**config.mk**
```make
export PLATFORM = sky130hd
export DESIGN_NAME = odf_ctrl
export DESIGN_NICKNAME = d
export VERILOG_FILES = /design/src/hw/rtl/odf_pkg.sv /design/src/hw/rtl/odf_ctrl.sv
export SDC_FILE = /design/constraint.sdc
export NUM_CORES = 1
export LEC_CHECK = 0
export BUFFER_PORTS_ARGS = -buffer_cell sky130_fd_sc_hd__buf_4
export CAP_MARGIN = 20
export CORE_AREA = 4 4 41 43
export DETAILED_ROUTE_END_ITERATION = 7
export DIE_AREA = 0 0 45 47
export HOLD_SLACK_MARGIN = 0.06
export MAX_ROUTING_LAYER = met4
export SLEW_MARGIN = 10
export SYNTH_ARGS = -nofsm -noshare
export SYNTH_HDL_FRONTEND = slang
export SYNTH_SLANG_ARGS = --single-unit
```
**constraint.sdc**
```tcl
create_clock -name clk -period 1.3 [get_ports clk]
set_input_delay 0.065 -clock clk [delete_from_list [all_inputs] [get_ports clk]]
set_output_delay 0.065 -clock clk [all_outputs]
set_load 0.1 [all_outputs]
```
**src/hw/rtl/odf_pkg.sv**
```systemverilog
package odf_pkg;

  localparam int MAX_DIRS = 64;
  localparam int IDX_W    = $clog2(MAX_DIRS);
  localparam int CNT_W    = $clog2(MAX_DIRS + 1);
  localparam int DOT_W    = 34;
  localparam int ONE_FRAC = 28;

  // Exactly 1.0 in Q6.28, the starting best value of every search.
  localparam logic signed [DOT_W-1:0] ONE_DOT =
    {{(DOT_W-ONE_FRAC-1){1'b0}}, 1'b1, {ONE_FRAC{1'b0}}};

  typedef struct packed {
    logic signed [15:0] x;
    logic signed [15:0] y;
    logic signed [15:0] z;
  } vec_t;

  typedef struct packed {
    logic signed [15:0] dir_x;
    logic signed [15:0] dir_y;
    logic signed [15:0] dir_z;
    logic               final_dir;
  } dir_in_t;

  typedef struct packed {
    logic signed [15:0] opp_x;
    logic signed [15:0] opp_y;
    logic signed [15:0] opp_z;
    logic               end_of_run;
    logic               overflowed;
  } dir_out_t;

  typedef enum logic [2:0] {
    S_IDLE,
    S_RDJ,
    S_CAPJ,
    S_SCAN,
    S_DRAIN,
    S_EMIT
  } state_t;

  typedef struct packed {
    logic load;
    logic rd_j;
    logic cap_j;
    logic scan_rd;
    logic next_j;
    logic clear_set;
  } cmd_t;

  typedef struct packed {
    logic scan_last;
    logic j_last;
    logic pipe_idle;
  } status_t;

endpackage

```
**src/hw/rtl/odf_ctrl.sv**
```systemverilog
module odf_ctrl (
  input  logic             clk,
  input  logic             rst,
  input  logic             start,
  input  logic             final_dir,
  input  odf_pkg::status_t status,
  output odf_pkg::cmd_t    cmd,
  output logic             busy,
  output logic             strobe
);

  odf_pkg::state_t state, state_next;

  always_ff @(posedge clk) begin
    if (rst) begin
      state <= odf_pkg::S_IDLE;
    end else begin
      state <= state_next;
    end
  end

  always_comb begin
    state_next = state;
    cmd        = '0;
    busy       = 1'b1;
    strobe     = 1'b0;
    case (state)
      odf_pkg::S_IDLE: begin
        busy = 1'b0;
        if (start) begin
          cmd.load = 1'b1;
          if (final_dir) begin
            state_next = odf_pkg::S_RDJ;
          end
        end
      end
      odf_pkg::S_RDJ: begin
        cmd.rd_j   = 1'b1;
        state_next = odf_pkg::S_CAPJ;
      end
      odf_pkg::S_CAPJ: begin
        cmd.cap_j  = 1'b1;
        state_next = odf_pkg::S_SCAN;
      end
      odf_pkg::S_SCAN: begin
        cmd.scan_rd = 1'b1;
        if (status.scan_last) begin
          state_next = odf_pkg::S_DRAIN;
        end
      end
      odf_pkg::S_DRAIN: begin
        if (status.pipe_idle) begin
          state_next = odf_pkg::S_EMIT;
        end
      end
      odf_pkg::S_EMIT: begin
        strobe = 1'b1;
        if (status.j_last) begin
          cmd.clear_set = 1'b1;
          state_next    = odf_pkg::S_IDLE;
        end else begin
          cmd.next_j = 1'b1;
          state_next = odf_pkg::S_RDJ;
        end
      end
      default: begin
        state_next = odf_pkg::S_IDLE;
      end
    endcase
  end

endmodule

```
==> summary.md <==
| Metric | Value |
|---|---|
| Maximum clock rate | `749 MHz` |
| CP required | `1240 ps` |
| Syn. warnings | `0` |
| Top flop regs | `state x3` |
| Synth Net Count | `35` |
| Die H | `47 um` |
| Max Cap Violations | `0` |
| Worst IR Drop VDD | `733 uV` |
| Crit path max-delay cell type | `or3_4` |
| PortBufs | `14` |
| Num rows | `13` |
| Initial Util | `17.1%` |
| Status | `complete, but fails checks` |
| Residual DRC count | `0` |
| FF-to-FF Start | `state[1]` |
| Slowest Stage Delay on Critical Path | `400 ps` |
| Worst EP arrival | `1270 ps` |
| Largest family of logic cells by synthesized area | `simple AND/OR/NAND/NOR gates` |
| RSZ-0062 raised after global routing | `true` |
| Synth Area in Simple Gates | `55.1%` |
| Grt ovf | `0` |
| #FFs+latches synth | `3` |
| Pin count of the biggest net entering global routing | `10` |
| Largest Register | `state` |
| Crit Path Class | `flip-flop to output pin` |
| Initial antenna violation count | `0` |
| Slew HR | `81.6%` |
| Crit path from | `state[1]` |
| First-pass GRT wire length | `1.16 mm` |
| Vias in the first global route | `296` |
| Post-layout nets | `58` |
| Post-Syn Area | `223 um2` |
| Die X | `45 um` |
| Ant diodes | `0` |
| Final WS setup | `-35.8 ps` |
| I/O pin count | `15` |
| Final TNS setup | `-35.8 ps` |
| Routability cong. | `0.767` |
| Xor-xnor portion of the synthesized cell area | `0%` |
| Final Hold Vio Count | `0` |
| TritonCTS buffer count | `3` |
| Number of vias per cell | `4.48` |
| Total core area | `1300 um2` |
| DRT iter0 DRCs | `1` |
| Die ar. | `2120 um2` |
| Violated checks | `setup timing` |
| Max reg flops | `3` |
| Startpoint types | `flip-flop` |
| Detailed Routing Iterations Pass 1 | `2` |
| Root buffer cell | `clkbuf_4` |
| CTS clk-pin slew, worst paths | `30 ps` |
| Remaining antenna violation count after routing | `0` |
| Critical Path Fanout Max | `4` |
| Area Overhead vs Synth | `125%` |
| Via Count | `291` |
| Synth Area in Adders | `0%` |
| Ratio of cells with drive above 1 in the final layout | `70.0%` |
| Sequential fraction of the synthesis area | `27.0%` |
| Post-Route WL | `688 um` |
| Min-delay src | `status[0]` |
| Post-synthesis mux area share | `0%` |
| Final max-slew violation count | `0` |
| Tightest Hold Check Type | `input pin to flip-flop` |
| Setup slack at placement | `97.7 ps` |
| Clk Latency, worst-skew pair | `230 ps` |
| WL per Instance | `10.6 um` |
| HPWL Detailed | `475 um` |
| Hold slack | `138 ps` |
| Post-Synthesis Cells | `28` |
| H-Tree Depth | `1` |
| CTS Buffer Depth | `2` |
| Leakage power | `0.207 nW` |
| Complex-gate fraction of the synthesized area | `12.4%` |
| TritonCTS sink count | `3` |
| Pwr Density | `1310 nW/um2` |
| Final min period | `1340 ps` |
| TritonCTS clock tree | `built` |
| Final Cycle Share | `103%` |
| Overall Global Routing Usage | `8.06%` |
| Avg Cell Area, Syn | `7.95 um2` |
| Setup crit end kind | `output pin` |
| CP Cell Sequence | `or3_4, nor2_4, buf_12` |
| Synth unique cells | `21` |
| Worst-Margin Slew | `279 ps` |
| Clk_skew | `3.88 ps` |
| Fillers | `144` |
| Total power | `0.653 mW` |
| Count of final setup violators | `1` |
## cell families after synthesis
group                  Yosys count
DFF                              3
buffers and inverters            3
and+or+nand+nor                 19
AOI/OAI and AO/OA                3
## area by class of cell
type                    count  area [um2]  share of cell area (%)
clock buffers               4        26.3                    5.25
inverters                   2        10.0                    2.00
multi-input cells          22         191                    38.3
flip-flops and latches      3        68.8                    13.8
well taps                  15        18.8                    3.75
repair buffers             19         185                    37.0
## per-layer routing
| layer | vias up | GRT usage (%) | share of wire [%] |
|---|---|---|---|
| li1 | 146 | - | - |
| met1 | 133 | 8.37 | 41 |
| met2 | 12 | 13.3 | 49 |
| met3 | 0 | 3.45 | 10 |
| met4 | 0 | 3.51 | 0 |
| met5 | - | - | 0 |
## report_power, final
part | total, mW | leakage [nW] | switching [mW] | internal, mW
Combinational | 0.366 | 0.165 | 0.251 | 0.115
Clock | 0.158 | 0.0150 | 0.0433 | 0.115
Sequential | 0.129 | 0.0264 | 0.0230 | 0.106
## worst paths after layout
| kind | to | slack [ps] | cells past startpoint |
|---|---|---|---|
| min | state[0] | 140 | 3 |
| max | cmd[5] | -40 | 3 |
| max reg2reg | state[0] | 120 | 5 |
| min reg2reg | state[2] | 530 | 2 |
## Yosys cell counts (all sizes together)
cell / count / area share, %
a21oi: 1 / 2.2
a311oi: 1 / 6.7
and2: 1 / 2.8
and2b: 1 / 3.4
and3: 2 / 7.9
buf: 1 / 2.2
dfxtp: 3 / 27
inv: 2 / 3.4
nand2: 2 / 3.4
nand2b: 1 / 3.9
nand3: 1 / 2.2
nand3b: 2 / 6.7
nand4b: 1 / 3.9
nor2: 4 / 7.9
nor2b: 1 / 2.8
nor3: 1 / 2.2
nor4: 1 / 2.8
o211ai: 1 / 3.4
or3: 1 / 5.1
## stage by stage
stage | utilization [%] | area [um2] | cells
after global routing | 38.5 | 500 | 65
after global placement | 31.0 | 403 | 58
after detailed placement | 31.0 | 403 | 58
after CTS | 37.2 | 484 | 65
final | 38.5 | 500 | 65
after floorplan | - | 275 | 28
## placed cells by master (no fill, tap or decap)
master	instances
dfxtp_4	2
nor3_4	1
buf_8	1
nand3b_1	2
nand3_1	1
nor2b_4	1
or3_4	1
nor2_1	1
and2b_1	1
o211ai_1	1
a21oi_1	1
buf_4	13
dfxtp_2	1
and3_4	1
nor4_1	1
and2_4	1
buf_12	2
and3_1	1
a311oi_2	1
inv_1	1
clkbuf_4	3
nor2_4	3
nand4b_1	1
nand2b_2	1
clkbuf_1	1
nand2_1	2
dlygate4sd3_1	1
inv_4	1
buf_6	2
## timing repair
action                     CTS  global route
resized for setup            9             4
hold endpoints to repair     3             0
setup endpoints to repair    4             5
pin swaps                    2             1
gates cloned                 0             0
buffers inserted             2             0
hold buffers                 1             0
## worst max-delay path: cells and delay by family (launching register included)
kind / cells / cell delay, ps
flops: 1 / 350
simple gates: 2 / 510
buf+inv: 1 / 180
(Power assumes the default switching activity.)
